<file path="src/rtl/tll_pkg.sv">
package tll_pkg;

    localparam int CHILD_W      = 4;
    localparam int RESULT_LIMIT = 16;
    localparam int LEAF_AW      = $clog2(RESULT_LIMIT);
    localparam int LEAF_CW      = $clog2(RESULT_LIMIT + 1);

    typedef struct packed {
        logic               valid;
        logic [CHILD_W-1:0] idx;
    } t_child;

    typedef struct packed {
        t_child left;
        t_child right;
    } t_node_entry;

    localparam int ENTRY_W = $bits(t_node_entry);

    typedef enum logic [3:0] {
        S_IDLE,
        S_SCAN,
        S_QREAD,
        S_TREAD,
        S_CHECK,
        S_PUSHL,
        S_PUSHR,
        S_LREAD,
        S_LOUT,
        S_ERR
    } t_state;

endpackage

</file>
<file path="src/rtl/tll_ram.sv">
module tll_ram #(
    parameter int DEPTH,
    parameter int WIDTH
) (
    input  logic                     i_clk,
    input  logic                     i_we,
    input  logic [$clog2(DEPTH)-1:0] i_waddr,
    input  logic [WIDTH-1:0]         i_wdata,
    input  logic [$clog2(DEPTH)-1:0] i_raddr,
    output logic [WIDTH-1:0]         o_rdata
);

    logic [WIDTH-1:0] r_mem [DEPTH];
    logic [WIDTH-1:0] r_rdata;

    always_ff @(posedge i_clk) begin
        if (i_we) begin
            r_mem[i_waddr] <= i_wdata;
        end
        r_rdata <= r_mem[i_raddr];
    end

    assign o_rdata = r_rdata;

endmodule

</file>
<file path="src/rtl/tll_walk_ctrl.sv">
module tll_walk_ctrl #(
    parameter int MAX_NODES
) (
    input  logic                             i_clk,
    input  logic                             i_rst_n,
    input  logic                             start,
    output logic                             busy,
    input  logic                             i_has_left,
    input  logic [tll_pkg::CHILD_W-1:0]      i_left_child,
    input  logic                             i_has_right,
    input  logic [tll_pkg::CHILD_W-1:0]      i_right_child,
    input  logic                             i_final_node,
    output logic                             o_result_valid,
    output logic [tll_pkg::CHILD_W-1:0]      o_leaf_node,
    output logic                             o_last_leaf,
    output logic                             o_walk_error,
    // node table
    output logic                             o_tbl_we,
    output logic [$clog2(MAX_NODES)-1:0]     o_tbl_waddr,
    output tll_pkg::t_node_entry             o_tbl_wdata,
    output logic [$clog2(MAX_NODES)-1:0]     o_tbl_raddr,
    input  tll_pkg::t_node_entry             i_tbl_rdata,
    // walk queue
    output logic                             o_q_we,
    output logic [$clog2(MAX_NODES)-1:0]     o_q_waddr,
    output logic [$clog2(MAX_NODES)-1:0]     o_q_wdata,
    output logic [$clog2(MAX_NODES)-1:0]     o_q_raddr,
    input  logic [$clog2(MAX_NODES)-1:0]     i_q_rdata,
    // leaf buffer
    output logic                             o_lf_we,
    output logic [tll_pkg::LEAF_AW-1:0]      o_lf_waddr,
    output logic [$clog2(MAX_NODES)-1:0]     o_lf_wdata,
    output logic [tll_pkg::LEAF_AW-1:0]      o_lf_raddr,
    input  logic [$clog2(MAX_NODES)-1:0]     i_lf_rdata
);

    import tll_pkg::*;

    localparam int NW   = $clog2(MAX_NODES);
    localparam int CW   = $clog2(MAX_NODES + 1);
    localparam int CMPW = (CW > CHILD_W) ? CW : CHILD_W;

    t_state                r_state, n_state;
    logic [MAX_NODES-1:0]  r_ref, n_ref;
    logic [CW-1:0]         r_count, n_count;
    logic [CW-1:0]         r_head, n_head;
    logic [CW-1:0]         r_tail, n_tail;
    logic [NW-1:0]         r_scan, n_scan;
    logic [NW-1:0]         r_node, n_node;
    t_node_entry           r_entry, n_entry;
    logic [LEAF_CW-1:0]    r_nleaf, n_nleaf;
    logic [LEAF_AW-1:0]    r_eidx, n_eidx;

    logic                  leaf_last;
    logic [CMPW-1:0]       leaf_ext;
    logic                  left_ok;
    logic                  right_ok;
    logic                  tail_ok;

    assign busy        = (r_state != S_IDLE);
    assign leaf_last   = (LEAF_CW'(r_eidx) + LEAF_CW'(1)) == r_nleaf;
    assign leaf_ext    = CMPW'(i_lf_rdata);
    assign tail_ok     = r_tail < CW'(MAX_NODES);
    assign left_ok     = CMPW'(r_entry.left.idx) < CMPW'(r_count);
    assign right_ok    = CMPW'(r_entry.right.idx) < CMPW'(r_count);

    assign o_tbl_waddr = NW'(r_count);
    assign o_tbl_raddr = i_q_rdata;
    assign o_q_raddr   = NW'(r_head);
    assign o_lf_waddr  = LEAF_AW'(r_nleaf);
    assign o_lf_wdata  = r_node;
    assign o_lf_raddr  = r_eidx;

    always_ff @(posedge i_clk) begin
        if (!i_rst_n) begin
            r_state <= S_IDLE;
            r_ref   <= '0;
            r_count <= '0;
            r_head  <= '0;
            r_tail  <= '0;
            r_nleaf <= '0;
            r_eidx  <= '0;
        end else begin
            r_state <= n_state;
            r_ref   <= n_ref;
            r_count <= n_count;
            r_head  <= n_head;
            r_tail  <= n_tail;
            r_nleaf <= n_nleaf;
            r_eidx  <= n_eidx;
        end
        r_scan  <= n_scan;
        r_node  <= n_node;
        r_entry <= n_entry;
    end

    always_comb begin
        n_state        = r_state;
        n_ref          = r_ref;
        n_count        = r_count;
        n_head         = r_head;
        n_tail         = r_tail;
        n_scan         = r_scan;
        n_node         = r_node;
        n_entry        = r_entry;
        n_nleaf        = r_nleaf;
        n_eidx         = r_eidx;
        o_tbl_we       = 1'b0;
        o_tbl_wdata    = '{left:  '{valid: i_has_left,  idx: i_left_child},
                           right: '{valid: i_has_right, idx: i_right_child}};
        o_q_we         = 1'b0;
        o_q_waddr      = NW'(r_tail);
        o_q_wdata      = r_scan;
        o_lf_we        = 1'b0;
        o_result_valid = 1'b0;
        o_leaf_node    = leaf_ext[CHILD_W-1:0];
        o_last_leaf    = leaf_last;
        o_walk_error   = 1'b0;

        case (r_state)
            S_IDLE: begin
                if (start) begin
                    // a full table ignores the transaction but still honors final_node
                    if (r_count < CW'(MAX_NODES)) begin
                        o_tbl_we = 1'b1;
                        n_count  = r_count + CW'(1);
                        for (int i = 0; i < MAX_NODES; i++) begin
                            if (i_has_left && CMPW'(i_left_child) == CMPW'(i)) begin
                                n_ref[i] = 1'b1;
                            end
                            if (i_has_right && CMPW'(i_right_child) == CMPW'(i)) begin
                                n_ref[i] = 1'b1;
                            end
                        end
                    end
                    if (i_final_node) begin
                        n_scan  = NW'(n_count - CW'(1));
                        n_state = S_SCAN;
                    end
                end
            end
            S_SCAN: begin
                // highest unreferenced node becomes the root
                if (!r_ref[r_scan]) begin
                    o_q_we    = 1'b1;
                    o_q_waddr = '0;
                    n_head    = '0;
                    n_tail    = CW'(1);
                    n_nleaf   = '0;
                    n_state   = S_QREAD;
                end else if (r_scan == '0) begin
                    n_state = S_ERR;
                end else begin
                    n_scan = r_scan - NW'(1);
                end
            end
            S_QREAD: begin
                if (r_head == r_tail) begin
                    n_eidx  = '0;
                    n_state = S_LREAD;
                end else begin
                    n_state = S_TREAD;
                end
            end
            S_TREAD: begin
                n_node  = i_q_rdata;
                n_state = S_CHECK;
            end
            S_CHECK: begin
                n_entry = i_tbl_rdata;
                if (!i_tbl_rdata.left.valid && !i_tbl_rdata.right.valid) begin
                    if (r_nleaf == LEAF_CW'(RESULT_LIMIT)) begin
                        n_state = S_ERR;
                    end else begin
                        o_lf_we = 1'b1;
                        n_nleaf = r_nleaf + LEAF_CW'(1);
                        n_head  = r_head + CW'(1);
                        n_state = S_QREAD;
                    end
                end else if (i_tbl_rdata.left.valid) begin
                    n_state = S_PUSHL;
                end else begin
                    n_state = S_PUSHR;
                end
            end
            S_PUSHL: begin
                if (!left_ok || !tail_ok) begin
                    n_state = S_ERR;
                end else begin
                    o_q_we    = 1'b1;
                    o_q_wdata = NW'(r_entry.left.idx);
                    n_tail    = r_tail + CW'(1);
                    if (r_entry.right.valid) begin
                        n_state = S_PUSHR;
                    end else begin
                        n_head  = r_head + CW'(1);
                        n_state = S_QREAD;
                    end
                end
            end
            S_PUSHR: begin
                if (!right_ok || !tail_ok) begin
                    n_state = S_ERR;
                end else begin
                    o_q_we    = 1'b1;
                    o_q_wdata = NW'(r_entry.right.idx);
                    n_tail    = r_tail + CW'(1);
                    n_head    = r_head + CW'(1);
                    n_state   = S_QREAD;
                end
            end
            S_LREAD: begin
                n_state = S_LOUT;
            end
            S_LOUT: begin
                o_result_valid = 1'b1;
                if (leaf_last) begin
                    n_ref   = '0;
                    n_count = '0;
                    n_head  = '0;
                    n_tail  = '0;
                    n_nleaf = '0;
                    n_state = S_IDLE;
                end else begin
                    n_eidx  = r_eidx + LEAF_AW'(1);
                    n_state = S_LREAD;
                end
            end
            S_ERR: begin
                o_result_valid = 1'b1;
                o_leaf_node    = '0;
                o_last_leaf    = 1'b1;
                o_walk_error   = 1'b1;
                n_ref          = '0;
                n_count        = '0;
                n_head         = '0;
                n_tail         = '0;
                n_nleaf        = '0;
                n_state        = S_IDLE;
            end
            default: begin
                n_state = S_IDLE;
            end
        endcase
    end

`ifndef SYNTHESIS
    a_result_while_busy: assert property (@(posedge i_clk) disable iff (!i_rst_n)
        o_result_valid |-> busy)
        else $error("result strobe outside a run");

    a_error_is_last: assert property (@(posedge i_clk) disable iff (!i_rst_n)
        (o_result_valid && o_walk_error) |-> o_last_leaf)
        else $error("error result not marked last");

    a_last_ends_run: assert property (@(posedge i_clk) disable iff (!i_rst_n)
        (o_result_valid && o_last_leaf) |=> (!busy && r_count == '0 && r_ref == '0))
        else $error("run state not cleared after final result");

    a_head_le_tail: assert property (@(posedge i_clk) disable iff (!i_rst_n)
        r_head <= r_tail)
        else $error("queue head passed tail");

    a_leaf_bound: assert property (@(posedge i_clk) disable iff (!i_rst_n)
        r_nleaf <= LEAF_CW'(RESULT_LIMIT))
        else $error("leaf count beyond limit");
`endif

endmodule

</file>
<file path="src/rtl/tree_leaf_level_order_lister.sv">
// Loads a binary tree one node per transaction (start while busy is low) and,
// on the transaction with final_node set, picks the highest unreferenced node
// as root, walks the tree breadth first and lists its leaves in level order.
// Results are single-cycle strobes on o_result_valid that the receiver cannot
// hold off; the run ends with o_last_leaf, and a failed run (no root, child not
// loaded, queue overflow, more than 16 leaves) gives one result with
// o_walk_error set. busy stays high from the final transaction until the last
// result. A run first scans the loaded nodes from the highest down for the
// root, then for each visited node reads the walk queue and the node table,
// both with a registered read port, and pushes its children through the single
// write port of the queue until it finds the queue empty; it then reads each
// leaf back from the leaf buffer and puts it out.
module tree_leaf_level_order_lister #(
    parameter int MAX_NODES = 16
) (
    input  logic                        i_clk,
    input  logic                        i_rst_n,
    input  logic                        start,
    output logic                        busy,
    input  logic                        i_has_left,
    input  logic [tll_pkg::CHILD_W-1:0] i_left_child,
    input  logic                        i_has_right,
    input  logic [tll_pkg::CHILD_W-1:0] i_right_child,
    input  logic                        i_final_node,
    output logic                        o_result_valid,
    output logic [tll_pkg::CHILD_W-1:0] o_leaf_node,
    output logic                        o_last_leaf,
    output logic                        o_walk_error
);

    import tll_pkg::*;

    localparam int NW = $clog2(MAX_NODES);

    logic               tbl_we;
    logic [NW-1:0]      tbl_waddr;
    t_node_entry        tbl_wdata;
    logic [NW-1:0]      tbl_raddr;
    logic [ENTRY_W-1:0] tbl_rdata;
    logic               q_we;
    logic [NW-1:0]      q_waddr;
    logic [NW-1:0]      q_wdata;
    logic [NW-1:0]      q_raddr;
    logic [NW-1:0]      q_rdata;
    logic               lf_we;
    logic [LEAF_AW-1:0] lf_waddr;
    logic [NW-1:0]      lf_wdata;
    logic [LEAF_AW-1:0] lf_raddr;
    logic [NW-1:0]      lf_rdata;

    tll_walk_ctrl #(
        .MAX_NODES (MAX_NODES)
    ) u_ctrl (
        .i_clk          (i_clk),
        .i_rst_n        (i_rst_n),
        .start          (start),
        .busy           (busy),
        .i_has_left     (i_has_left),
        .i_left_child   (i_left_child),
        .i_has_right    (i_has_right),
        .i_right_child  (i_right_child),
        .i_final_node   (i_final_node),
        .o_result_valid (o_result_valid),
        .o_leaf_node    (o_leaf_node),
        .o_last_leaf    (o_last_leaf),
        .o_walk_error   (o_walk_error),
        .o_tbl_we       (tbl_we),
        .o_tbl_waddr    (tbl_waddr),
        .o_tbl_wdata    (tbl_wdata),
        .o_tbl_raddr    (tbl_raddr),
        .i_tbl_rdata    (t_node_entry'(tbl_rdata)),
        .o_q_we         (q_we),
        .o_q_waddr      (q_waddr),
        .o_q_wdata      (q_wdata),
        .o_q_raddr      (q_raddr),
        .i_q_rdata      (q_rdata),
        .o_lf_we        (lf_we),
        .o_lf_waddr     (lf_waddr),
        .o_lf_wdata     (lf_wdata),
        .o_lf_raddr     (lf_raddr),
        .i_lf_rdata     (lf_rdata)
    );

    tll_ram #(
        .DEPTH (MAX_NODES),
        .WIDTH (ENTRY_W)
    ) u_node_table (
        .i_clk   (i_clk),
        .i_we    (tbl_we),
        .i_waddr (tbl_waddr),
        .i_wdata (ENTRY_W'(tbl_wdata)),
        .i_raddr (tbl_raddr),
        .o_rdata (tbl_rdata)
    );

    tll_ram #(
        .DEPTH (MAX_NODES),
        .WIDTH (NW)
    ) u_walk_queue (
        .i_clk   (i_clk),
        .i_we    (q_we),
        .i_waddr (q_waddr),
        .i_wdata (q_wdata),
        .i_raddr (q_raddr),
        .o_rdata (q_rdata)
    );

    tll_ram #(
        .DEPTH (RESULT_LIMIT),
        .WIDTH (NW)
    ) u_leaf_buf (
        .i_clk   (i_clk),
        .i_we    (lf_we),
        .i_waddr (lf_waddr),
        .i_wdata (lf_wdata),
        .i_raddr (lf_raddr),
        .o_rdata (lf_rdata)
    );

endmodule

</file>
<file path="config.mk">
export PLATFORM = sky130hd
export DESIGN_NAME = tree_leaf_level_order_lister
export DESIGN_NICKNAME = d
export VERILOG_FILES = /design/src/rtl/tll_pkg.sv /design/src/rtl/tll_ram.sv /design/src/rtl/tll_walk_ctrl.sv /design/src/rtl/tree_leaf_level_order_lister.sv
export SDC_FILE = /design/constraint.sdc
export NUM_CORES = 1
export LEC_CHECK = 0
export CAP_MARGIN = 40
export CORE_ASPECT_RATIO = 0.6
export CORE_MARGIN = 2
export CORE_UTILIZATION = 30
export DETAILED_ROUTE_END_ITERATION = 10
export DONT_BUFFER_PORTS = 1
export HOLD_SLACK_MARGIN = 0.06
export PLACE_DENSITY = 0.45
export SYNTH_ARGS = -nofsm -noshare
export SYNTH_HDL_FRONTEND = slang
export SYNTH_SLANG_ARGS = --single-unit
</file>
<file path="constraint.sdc">
create_clock -name i_clk -period 4 [get_ports i_clk]
set_input_delay 1 -clock i_clk [delete_from_list [all_inputs] [get_ports i_clk]]
set_output_delay 1 -clock i_clk [all_outputs]
set_load 0.03 [all_outputs]
</file>
### Word-level counts from Yosys, hierarchy flattened

Memory sizes are Yosys's and may differ from the RTL's. A register that Yosys moved wholly into a read port is not among the register bits.
Index checks and enable logic that the tools add are counted.

| operators by class | value |
|---|---|
| $add $sub $neg | 8 |
| order comparisons | 5 |
| equal/unequal tests | 73 |
| muxes and demuxes | 104 |
| reduce and logical (&&, ||, !) cells | 75 |

Operators by type and width:

| operator | count |
|---|---|
| $reduce_and A5 Y1 | 19 |
| $mux W5 | 16 |
| $mux W4 | 19 |
| $eq A4 B4 Y1 const B | 18 |
| $mux W1 | 51 |
| $eq A4 B3 Y1 const B | 12 |
| $mux W16 | 3 |
| $ne A3 B1 Y1 const B | 16 |
| $pmux W16 S3 | 1 |
| $pmux W4 S9 | 1 |
| $logic_and A1 B1 Y1 | 33 |
| $pmux W5 S6 | 1 |
| $pmux W5 S5 | 1 |
| $eq A4 B2 Y1 const B | 6 |
| $pmux W4 S2 | 3 |
| $add A5 B1 Y5 const B | 4 |
| $pmux W5 S4 | 1 |
| $ne A2 B2 Y1 const B | 9 |
| $logic_not A4 Y1 | 4 |
| $pmux W5 S3 | 1 |
| $eq A4 B1 Y1 const B | 3 |
| $eq A5 B5 Y1 | 2 |
| $lt A4 B5 Y1 | 2 |
| $lt A5 B5 Y1 const B | 2 |
| other kinds (21) | 37 |

| word-level totals | value |
|---|---|
| register bits | 61 |
| RAM bits | 288 |
| bits of input ports | 14 |
| output and inout port bits | 8 |
| logic and storage cells | 295 |
| memories kept | 3 |

Memory list:

| memory | depth | width | read ports | clocked after Yosys merged registers in | wr ports | line | source |
|---|---|---|---|---|---|---|---|
| u_node_table.r_mem | 16 | 10 | 1 | 1 | 1 | tll_ram.sv:13 | `logic [WIDTH-1:0] r_mem [DEPTH];` |
| u_leaf_buf.r_mem | 16 | 4 | 1 | 1 | 1 | tll_ram.sv:13 |  |
| u_walk_queue.r_mem | 16 | 4 | 1 | 1 | 1 | tll_ram.sv:13 |  |

### Depth between registers and ports, before layout

Gate-level depths: netlist (run 1).

| depth | value |
|---|---|
| word-level depth | 8 |
| depth in mapped cells | 10 |
| gate-level depth less buffers | 8 |

### Cells and area by module

From an unflattened synthesis (run 1), not the netlist that was laid out.

| unflattened totals | value |
|---|---|
| cells, all modules | 1012 |
| area, all modules | 15618.7 um^2 |

By module, submodules not included:

| module | times used | cells an instance | area an instance (um^2) | sequential area each (um^2) |
|---|---|---|---|---|
| tll_ram (u_node_table) | 1 | 279 | 6353.6 | 5004.8 |
| tll_ram (u_leaf_buf ...) | 2 | 130 | 2666.3 | 2001.9 |
| tll_walk_ctrl | 1 | 473 | 3932.5 | 1391.3 |

### Worst setup path after synthesis (run 1)

Ideal clock, no wire load.

| path | value |
|---|---|
| path type | register -> register |
| from | register u_ctrl.r_count[2] |
| to | memory u_walk_queue.r_mem[0][0] (netlist name), enable pin |
| library setup time | 0.373 ns |
| arrival time | 2.531 ns |
| data required time | 3.627 ns |
| path slack | 1.096 ns |
| cell stages (with the launch flop) | 10 |
| path buffers | 1 |
| clock period less this slack | 2.904 ns |
| cells stage by stage | dfxtp_1 -> clkbuf_1 -> inv_1 -> ha_1 -> o21a_1 -> o21ai_0 -> o31ai_1 -> a21o_1 -> or3_4 -> o31ai_1 |

| between the ends | value |
|---|---|
| longest elaborated chain between the ends | 7 |
| elaborated cells between the ends (all ways) | 11 |
| those cells by class | 2 x order compare; 5 x mux; 4 x reduce/logical |

Ends and longest elaborated chain:

| element | line | source |
|---|---|---|
| from (decl) | tll_walk_ctrl.sv:45 | `logic [CW-1:0] r_count, n_count;` |
| from (signal assigned) | tll_walk_ctrl.sv:86 | `r_count <= n_count;` |
| $lt A4 B5 Y1, on equally long branches | tll_walk_ctrl.sv:65, tll_walk_ctrl.sv:64 |  |
| $logic_not A1 Y1, on equally long branches | tll_walk_ctrl.sv:202, tll_walk_ctrl.sv:187 |  |
| $logic_or A1 B1 Y1, on equally long branches | tll_walk_ctrl.sv:202, tll_walk_ctrl.sv:187 |  |
| $mux W1, on equally long branches | tll_walk_ctrl.sv:202, tll_walk_ctrl.sv:187 |  |
| $pmux W1 S3 (*) | tll_walk_ctrl.sv:120 | `case (r_state)` |
| $mux W1 (*) | tll_ram.sv:17 | `if (i_we) begin` |
| $mux W1 (not written as such) (*) | tll_ram.sv:18 | `r_mem[i_waddr] <= i_wdata;` |
| to (decl) | tll_ram.sv:13 |  |

Every way passes the cells marked *; elsewhere a longest branch is shown, timed or not.

### Final worst setup path (run 1)

| path | value |
|---|---|
| from | register u_ctrl.r_count[2] |
| to | memory u_walk_queue.r_mem[0][2] (netlist name), enable pin |

The elaborated chain is that of the path after synthesis.

==> reports/qor.txt, run 1 <==
Outcome - completed
Commonest cells after routing, fill and taps aside - 305 x edfxtp_1, 92 x mux4_2, 86 x nor2_1
Clock sinks - 367
Clock Tree Buf Depth - 3
Post-DP HPWL - 25.75 mm
Post-CTS Hold Fix Bufs - 0
CP endpoint kind - register
Area growth syn-to-layout - 13.55%
CTS tree - yes
Crit path time final - 3.448 ns
Cell mode on critical path - o31ai_1
IO buf count - 0
Place WS - 0.6199 ns
Final net count - 983
RSZ-0062 raised after global routing - no
Post-route worst setup slack - 0.5519 ns
WS Path Type - register to register
Initial Utilization - 30.32%
YS warnings - 0
Tightest Hold Check Type - register to register
Least-Margin Pin Slew - 0.8861 ns
CP required - 4.15 ns
Fin crit share - 86.20%
EDFF count, synth - 305
CTS root buf - clkbuf_16
Commonest non-fill, non-tap cell in the layout - edfxtp_1
TritonRoute pass-1 iters - 5
Max Clk Rate - 290.0 MHz
Worst path arrival time - 3.60 ns
Rel. slew slack - 40.84%
Hold slack - 0.4066 ns
Top delay family on crit path - compound AO/OA/AOI/OAI gates
Remaining antenna violation count - 0
Vias per inst - 5.020
Row count - 64
Gate count after technology mapping - 926
Power Total - 10940 uW
Max incr delay on CP - 0.59 ns
Share of cells above drive strength 1 - 21.95%
Register area share after synthesis - 67.46%
Routed via count - 8379
Drt first-iter violations - 843
H-tree Lvls - 2
Core box area - 50850 sq um
Grt ovf - 0
Die area - 53280 sq um
CP Cell Sequence - inv_1 -> ha_1 -> o21a_1 -> o21ai_0 -> o31ai_1 -> a21o_1 -> or3_4 -> o31ai_1
Ys async rst share - 0%
Largest net degree at the start of global routing - 27
Die height - 179.6 um
Initial antenna violation count - 0
First-pass GRT wire length - 56.39 mm
Avg Inst Size Synth - 16.65 sq um
Main flop type after synthesis - edfxtp_1
Final GP Congestion - 0.7900
Synthesized Nets - 958
GRT Resource Usage Total - 14.28%
I/O pin total - 22
Finished Core Util - 34.43%
Post-CTS Resized - 0
Final count of hold timing violations - 0
Drt total wl - 37.52 mm
Final setup viols - 0
Vias in the first global route - 8255
Max-cap viol count - 0
Max-slew violations - 0
Startpoint types - register
CP max-delay cell - dfxtp_1
Total setup buffers inserted after CTS - 0
Peak VDD IR - 231.1 uV
Power Dens Cells - 624.9 nW/um^2
FF+latch count, synth - 367
Setup TNS - 0 ns
Worst-path clk slew - 0.06 ns
CP Max Fanout - 14
Clock Skews - 0.01140 ns
Synth cell types - 72
CP Buf/Inv Count - 1
TritonCTS buffer count - 36
P_leak - 0.005515 uW
DRC Markers - 0
Synthesized area - 15420 sq um
DR WL/cell - 22.48 um
Die W - 296.7 um
Clk_lat worst skew - 0.52 ns
through the flow:
step / instance area (sq um) / instances
CTS: 17500 / 1668
finish: 17510 / 1669
floorplan: 15420 / 926
detailed placement: 16360 / 1606
global route: 17500 / 1668
global placement: 16270 / 1601
state kept, by name, indices dropped and copies added (netlist names), 5 cells and up:
signal                cells
u_node_table.o_rdata     10
u_ctrl.r_head             5
u_ctrl.r_count            5
u_leaf_buf.r_mem         64
u_ctrl.r_tail             5
u_node_table.r_mem      160
u_ctrl.r_nleaf            5
u_ctrl.r_entry            9
u_walk_queue.r_mem       64
u_ctrl.r_ref             16
cell usage after synthesis, drive strengths merged (7+ instances only):
| cell | number | area, sq um |
|---|---|---|
| xnor2 | 10 | 87.58 |
| buf | 25 | 170.2 |
| clkbuf | 21 | 78.83 |
| mux4 | 92 | 2072 |
| dfxtp | 62 | 1241 |
| nor2 | 87 | 334.1 |
| a21oi | 22 | 132.6 |
| nor3 | 36 | 210.2 |
| ha | 18 | 225.2 |
| nand3 | 18 | 100.1 |
| o21ai | 15 | 86.34 |
| a221o | 7 | 70.07 |
| a31oi | 14 | 93.84 |
| nand2b | 9 | 58.81 |
| nor2b | 13 | 81.33 |
| nand2 | 48 | 182.7 |
| edfxtp | 305 | 9159 |
| inv | 19 | 71.31 |
| mux2i | 14 | 140.1 |
| and3 | 9 | 56.30 |
worst paths after layout:
kind / from / to / slack, ns / cells after the start
setup / recovery: u_ctrl.r_count[2]$_SDFFE_PN0P_ / u_walk_queue.r_mem[0][2]$_DFFE_PP_ / 0.55 / 8
hold / removal: u_node_table.o_rdata[6]$_DFF_P_ / u_ctrl.r_entry[6]$_DFFE_PP_ / 0.41 / 0
setup reg to reg: u_ctrl.r_count[2]$_SDFFE_PN0P_ / u_walk_queue.r_mem[0][2]$_DFFE_PP_ / 0.55 / 8
hold reg to reg: u_node_table.o_rdata[6]$_DFF_P_ / u_ctrl.r_entry[6]$_DFFE_PP_ / 0.41 / 0
cells by family (layout without fill, tap and decap cells):
logic type | after synthesis | count (layout) | share of synthesized area, %
AOI/OAI and AO/OA | 105 | 105 | 5.486
other | 0 | 1 | 0
buffers and inverters | 65 | 114 | 2.078
adders and majority gates | 18 | 18 | 1.461
muxes | 107 | 107 | 14.42
DFF | 367 | 367 | 67.46
xor gates and xnor gates | 14 | 14 | 0.7953
and+or+nand+nor | 250 | 250 | 8.302
final cells by class:
type	count	area, sq um
multi-input cells	494	4717
fillers	4854	33340
inverters	19	71.32
diodes	1	2.502
well taps	693	867.1
clock inverters	16	178.9
flip-flops and latches	367	10410
clock buffers	46	969.7
repair buffers	33	295.3
where the power goes:
part	switching, uW	total [uW]	internal (uW)
clock	1390	3360	1970
sequential	405	5050	4650
combinational	1390	2530	1150
total	3180	10900	7760
layer usage:
layer  vias up  global-route usage (%)  share of wire (%)  wire length, um
li1       3727                       -                  -                -
met1      4386                   24.21                 54            20290
met2       224                   17.73                 38            14290
met3        42                   3.672                6.6             2467
met4         0                   2.606                1.3              473
met5         -                       0                  0                0
No activity file was read; power rests on OpenSTA's default activity.
==> run 2: changes to the inputs <==
CORE_MARGIN = default   (was 2)
==> reports/qor.txt, run 2 (same netlist as run 1, synthesis figures left out) <==
Sequential share of power - 45.6%
Clock sinks - 367
WS Path Type - register to output pin
Initial Utilization - 30.80%
Largest regs - u_node_table.r_mem x160, u_leaf_buf.r_mem x64, u_walk_queue.r_mem x64
Clock power frac - 32.0%
CP max-delay cell - buf_4
DP Area - 16370 sq um
Worst-path clk slew - 0.07 ns
Area growth syn-to-layout - 14.24%
Sw Share - 29.21%
CTS root buf - clkbuf_16
Setup TNS - 0 ns
Fin crit share - 89.40%
Power Dens Cells - 633.5 nW/um^2
P_leak - 0.005576 uW
First-pass GRT wire length - 56.71 mm
Post-DP HPWL - 26.09 mm
Clock Skews - 0.01954 ns
TritonCTS buffer count - 37
Outcome - completed
Rel. slew slack - 41.19%
CP required - 3.00 ns
Remaining antenna violation count - 0
Final count of hold timing violations - 0
Die W - 294.7 um
Die area - 52330 sq um
Row count - 63
Vias in the first global route - 8243
Commonest cells after routing, fill and taps aside - 305 x edfxtp_1, 92 x mux4_2, 86 x nor2_1
Clk_lat worst skew - 0.54 ns
Grt ovf - 0
Cell mode on critical path - buf_4
CTS tree - yes
TritonRoute pass-1 iters - 4
Max incr delay on CP - 0.38 ns
Max Clk Rate - 279.6 MHz
CP Max Fanout - 19
Max reg flops - 160
Worst path arrival time - 2.58 ns
RSZ-0062 raised after global routing - no
I/O pin total - 22
Total setup buffers inserted after CTS - 0
Share of cells above drive strength 1 - 22.84%
Cell Int Power - 7899 uW
Number of diodes - 0
Peak VDD IR - 250.3 uV
CP Cell Sequence - buf_4 -> nand3_2 -> xnor2_1 -> o311ai_4 -> buf_4 -> o21ai_0 -> buf_4
Routed via count - 8371
DRC Markers - 0
Clock Tree Buf Depth - 3
CP endpoint kind - output pin
Max-cap viol count - 0
Commonest non-fill, non-tap cell in the layout - edfxtp_1
Least-Margin Pin Slew - 0.8810 ns
DR WL/cell - 22.86 um
Final setup viols - 0
Final instance area - 17610 sq um
Initial antenna violation count - 0
Final net count - 988
IO buf count - 0
Top reg by flops - u_node_table.r_mem
Crit path time final - 3.576 ns
Vias per inst - 5.022
Largest net degree at the start of global routing - 32
Drt total wl - 38.11 mm
Post-CTS Hold Fix Bufs - 0
Max-slew violations - 0
Tightest Hold Check Type - register to register
Core box area - 50050 sq um
GRT Resource Usage Total - 14.88%
Drt first-iter violations - 764
Final GP Congestion - 0.8278
Die height - 177.6 um
Startpoint types - register
Power Total - 11160 uW
Post-CTS Resized - 0
H-tree Lvls - 2
Psw - 3260 uW
Combinational Power Share - 22.4%
-- run 2: changes by cell type in the layout (fill, tap and decap cells not counted), sizes merged --
cell | previous run | this run
diode | 1 | 0
clkinvlp | 1 | 2
clkinv | 11 | 13
clkbuf | 46 | 48
inv | 19 | 20
buf | 33 | 37
-- run 2: per-stage QoR --
| stage | hold slack (ns) | worst slack, ns | std cells | utilization [%] |
|---|---|---|---|---|
| after global routing | 0.4076 | 0.2575 | 1667 | 35.19 |
| after global placement | 0.3933 | 0.8188 | 1595 | 32.55 |
| after floorplan | 0.3855 | 1.096 | 926 | - |
| after CTS | 0.4035 | 0.3268 | 1667 | 35.19 |
| final | 0.3946 | 0.4238 | 1667 | 35.19 |
| after detailed placement | 0.3902 | 0.7017 | 1599 | 32.70 |
-- run 2: routing by layer --
metal | vias up | share of wire [%] | global-route usage [%]
li1 | 3731 | - | -
met1 | 4371 | 55 | 25.07
met2 | 223 | 38 | 18.58
met3 | 46 | 6.1 | 3.381
met4 | 0 | 1.3 | 2.886
met5 | - | 0 | 0
-- run 2: layout make-up --
class	instances	area [sq um]
Sequential cell	367	10410
Timing Repair Buffer	37	320.3
Clock buffer	48	1030
Multi-Input combinational cell	494	4717
Clock inverter	20	216.5
Fill cell	4746	32440
Tap cell	682	853.3
Inverter	19	71.32
-- run 2: critical path, delay by kind of cell, from the launching register on --
family,cells,cell delay [ns]
flops,1,0.36
xor+xnor,1,0.30
compound gates,2,0.38
buf+inv,3,0.84
simple gates,1,0.16
-- run 2: path summary, 6_finish.rpt --
| kind | startpoint | endpoint | slack, ns | cells past startpoint |
|---|---|---|---|---|
| hold / removal | u_node_table.o_rdata[5]$_DFF_P_ | u_ctrl.r_entry[5]$_DFFE_PP_ | 0.39 | 0 |
| setup reg to reg | u_ctrl.r_count[2]$_SDFFE_PN0P_ | u_walk_queue.r_mem[0][1]$_DFFE_PP_ | 0.59 | 8 |
| setup / recovery | u_ctrl.o_lf_raddr[0]$_SDFFE_PN0P_ | o_last_leaf | 0.42 | 7 |
| hold reg to reg | u_node_table.o_rdata[5]$_DFF_P_ | u_ctrl.r_entry[5]$_DFFE_PP_ | 0.39 | 0 |
-- run 2: power groups by stage --
stage               combinational (uW)  clock, uW  sequential, uW
finish                            2500       3580            5080
global route                      2730       3820            5140
CTS                               2540       3680            5090
detailed placement                2530          0            5170
global placement                  2360          0            5300
floorplan                         1990          0            4850
==> run 3: changes to the inputs <==
CORE_ASPECT_RATIO = default   (was 0.6)
==> reports/qor.txt, run 3 (same netlist as run 1, synthesis figures left out) <==
Outcome - completed
Tightest Hold Check Type - register to register
TritonCTS buffer count - 41
Row count - 82
CP Cell Sequence - or2_2 -> a21oi_1 -> o311ai_4 -> o21ai_0 -> buf_4
DR WL/cell - 21.37 um
Remaining antenna violation count - 0
Top reg by flops - u_node_table.r_mem
I/O pin total - 22
Largest regs - u_node_table.r_mem x160, u_leaf_buf.r_mem x64, u_walk_queue.r_mem x64
Die area - 52300 sq um
GRT Resource Usage Total - 13.84%
Clock Tree Buf Depth - 3
Routed via count - 8094
Cell count along the critical path - 5
Rel. slew slack - 44.27%
Least-Margin Pin Slew - 0.8283 ns
Peak VDD IR - 385.9 uV
Sequential cell area - 10410 sq um
CP Buf/Inv Count - 1
Power Dens Cells - 645.6 nW/um^2
Place WS - 0.7842 ns
Top delay family on crit path - compound AO/OA/AOI/OAI gates
Largest net degree at the start of global routing - 29
Crit path time final - 3.414 ns
Max-slew violations - 0
Post-DP HPWL - 23.69 mm
Fin cells - 1654
Clock Skews - 0.02068 ns
Number of diodes - 0
CTS tree - yes
# fillers - 4760
Multi-input logic area - 4697 sq um
Core box area - 50380 sq um
Crit path to - o_last_leaf
RSZ-0062 raised after global routing - no
Vias per inst - 4.894
Commonest non-fill, non-tap cell in the layout - edfxtp_1
Die W - 228.7 um
Share of cells above drive strength 1 - 22.20%
Final setup viols - 0
Reg2reg path depth - 8
Max-cap viol count - 0
WS Path Type - register to output pin
CTS root buf - clkbuf_16
Critical R2R Launch - u_ctrl.r_count[2]$_SDFFE_PN0P_
Commonest cells after routing, fill and taps aside - 305 x edfxtp_1, 92 x mux4_2, 86 x nor2_1
CP required - 3.00 ns
Final net count - 983
Area growth syn-to-layout - 14.56%
Post-CTS Resized - 0
DRC Markers - 0
Total setup buffers inserted after CTS - 0
Max incr delay on CP - 0.64 ns
Worst path arrival time - 2.41 ns
Placed Instances - 1580
Reg-to-reg slack, setup - 0.76 ns
CP endpoint kind - output pin
Clk_lat worst skew - 0.55 ns
Max Clk Rate - 292.9 MHz
H-tree Lvls - 2
Post-route worst setup slack - 0.5859 ns
Worst-path clk slew - 0.06 ns
Crit Reg-Reg Endpoint - u_walk_queue.r_mem[0][3]$_DFFE_PP_
Clock sinks - 367
Max reg flops - 160
Fin crit share - 85.35%
CP Max Fanout - 12
Startpoint types - register
Initial Utilization - 30.60%
Drt total wl - 35.34 mm
First-pass GRT wire length - 54.65 mm
Setup TNS - 0 ns
Vias in the first global route - 8580
Die height - 228.7 um
Drt first-iter violations - 541
CP startpoint - u_ctrl.o_lf_raddr[2]$_SDFFE_PN0P_
IO buf count - 0
Final count of hold timing violations - 0
CP max-delay cell - dfxtp_1
TritonRoute pass-1 iters - 5
Grt ovf - 0
Post-CTS Hold Fix Bufs - 0
P_leak - 0.005596 uW
Initial antenna violation count - 1
Finished Core Util - 35.06%
Final GP Congestion - 0.7852
[run 3: changes by cell type in the layout (fill, tap and decap cells not counted), moves of 2 or more]
cell	delta
bufinv_16	+3
nor3_1	+4
nor3_2	-4
clkinv_2	+4
clkinvlp_4	-2
buf_4	-9
clkbuf_16	+2
clkinv_4	-2
[run 3: area by class of cell]
class,count,share of cell area [%]
multi-input combinational,494,26.59
clock inverter,23,1.693
clock buffer,51,6.135
timing repair buffer,28,1.502
inverter,19,0.4038
sequential,367,58.91
tap,672,4.761
[run 3: worst min-delay path by stage]
| stage | end | cells past startpoint | slack [ns] | startpoint |
|---|---|---|---|---|
| after floorplan | u_ctrl.r_entry[0]$_DFFE_PP_ | 0 | 0.39 | u_node_table.o_rdata[0]$_DFF_P_ |
| after global placement | u_ctrl.r_entry[3]$_DFFE_PP_ | 0 | 0.39 | u_node_table.o_rdata[3]$_DFF_P_ |
| after detailed placement | u_ctrl.r_entry[8]$_DFFE_PP_ | 0 | 0.39 | u_node_table.o_rdata[8]$_DFF_P_ |
| after CTS | u_ctrl.r_entry[8]$_DFFE_PP_ | 0 | 0.41 | u_node_table.o_rdata[8]$_DFF_P_ |
| after global routing | u_ctrl.r_entry[3]$_DFFE_PP_ | 0 | 0.41 | u_node_table.o_rdata[3]$_DFF_P_ |
| final | u_ctrl.r_entry[3]$_DFFE_PP_ | 0 | 0.40 | u_node_table.o_rdata[3]$_DFF_P_ |
[run 3: per-stage QoR]
| step | power [uW] | area (sq um) | hold slack (ns) |
|---|---|---|---|
| after floorplan | 6841 | 15420 | 0.3855 |
| after global placement | 7567 | 16190 | 0.3890 |
| after detailed placement | 7642 | 16280 | 0.3906 |
| after CTS | 11580 | 17660 | 0.4051 |
| after global routing | 11950 | 17660 | 0.4078 |
| final | 11400 | 17660 | 0.4042 |
[run 3: metal layers]
metal | vias to the layer above | track usage (%) | routed length (um)
li1 | 3744 | - | -
met5 | - | 0 | 0
met1 | 4157 | 18.28 | 15880
met4 | 0 | 4.404 | 756
met3 | 53 | 2.395 | 1285
met2 | 140 | 23.09 | 17420
[run 3: report_power, final]
group	switching, uW	total [uW]	internal, uW	leakage, uW
clock	1510	3890	2380	0.000681
combinational	1300	2440	1150	0.00166
sequential	427	5070	4650	0.00326
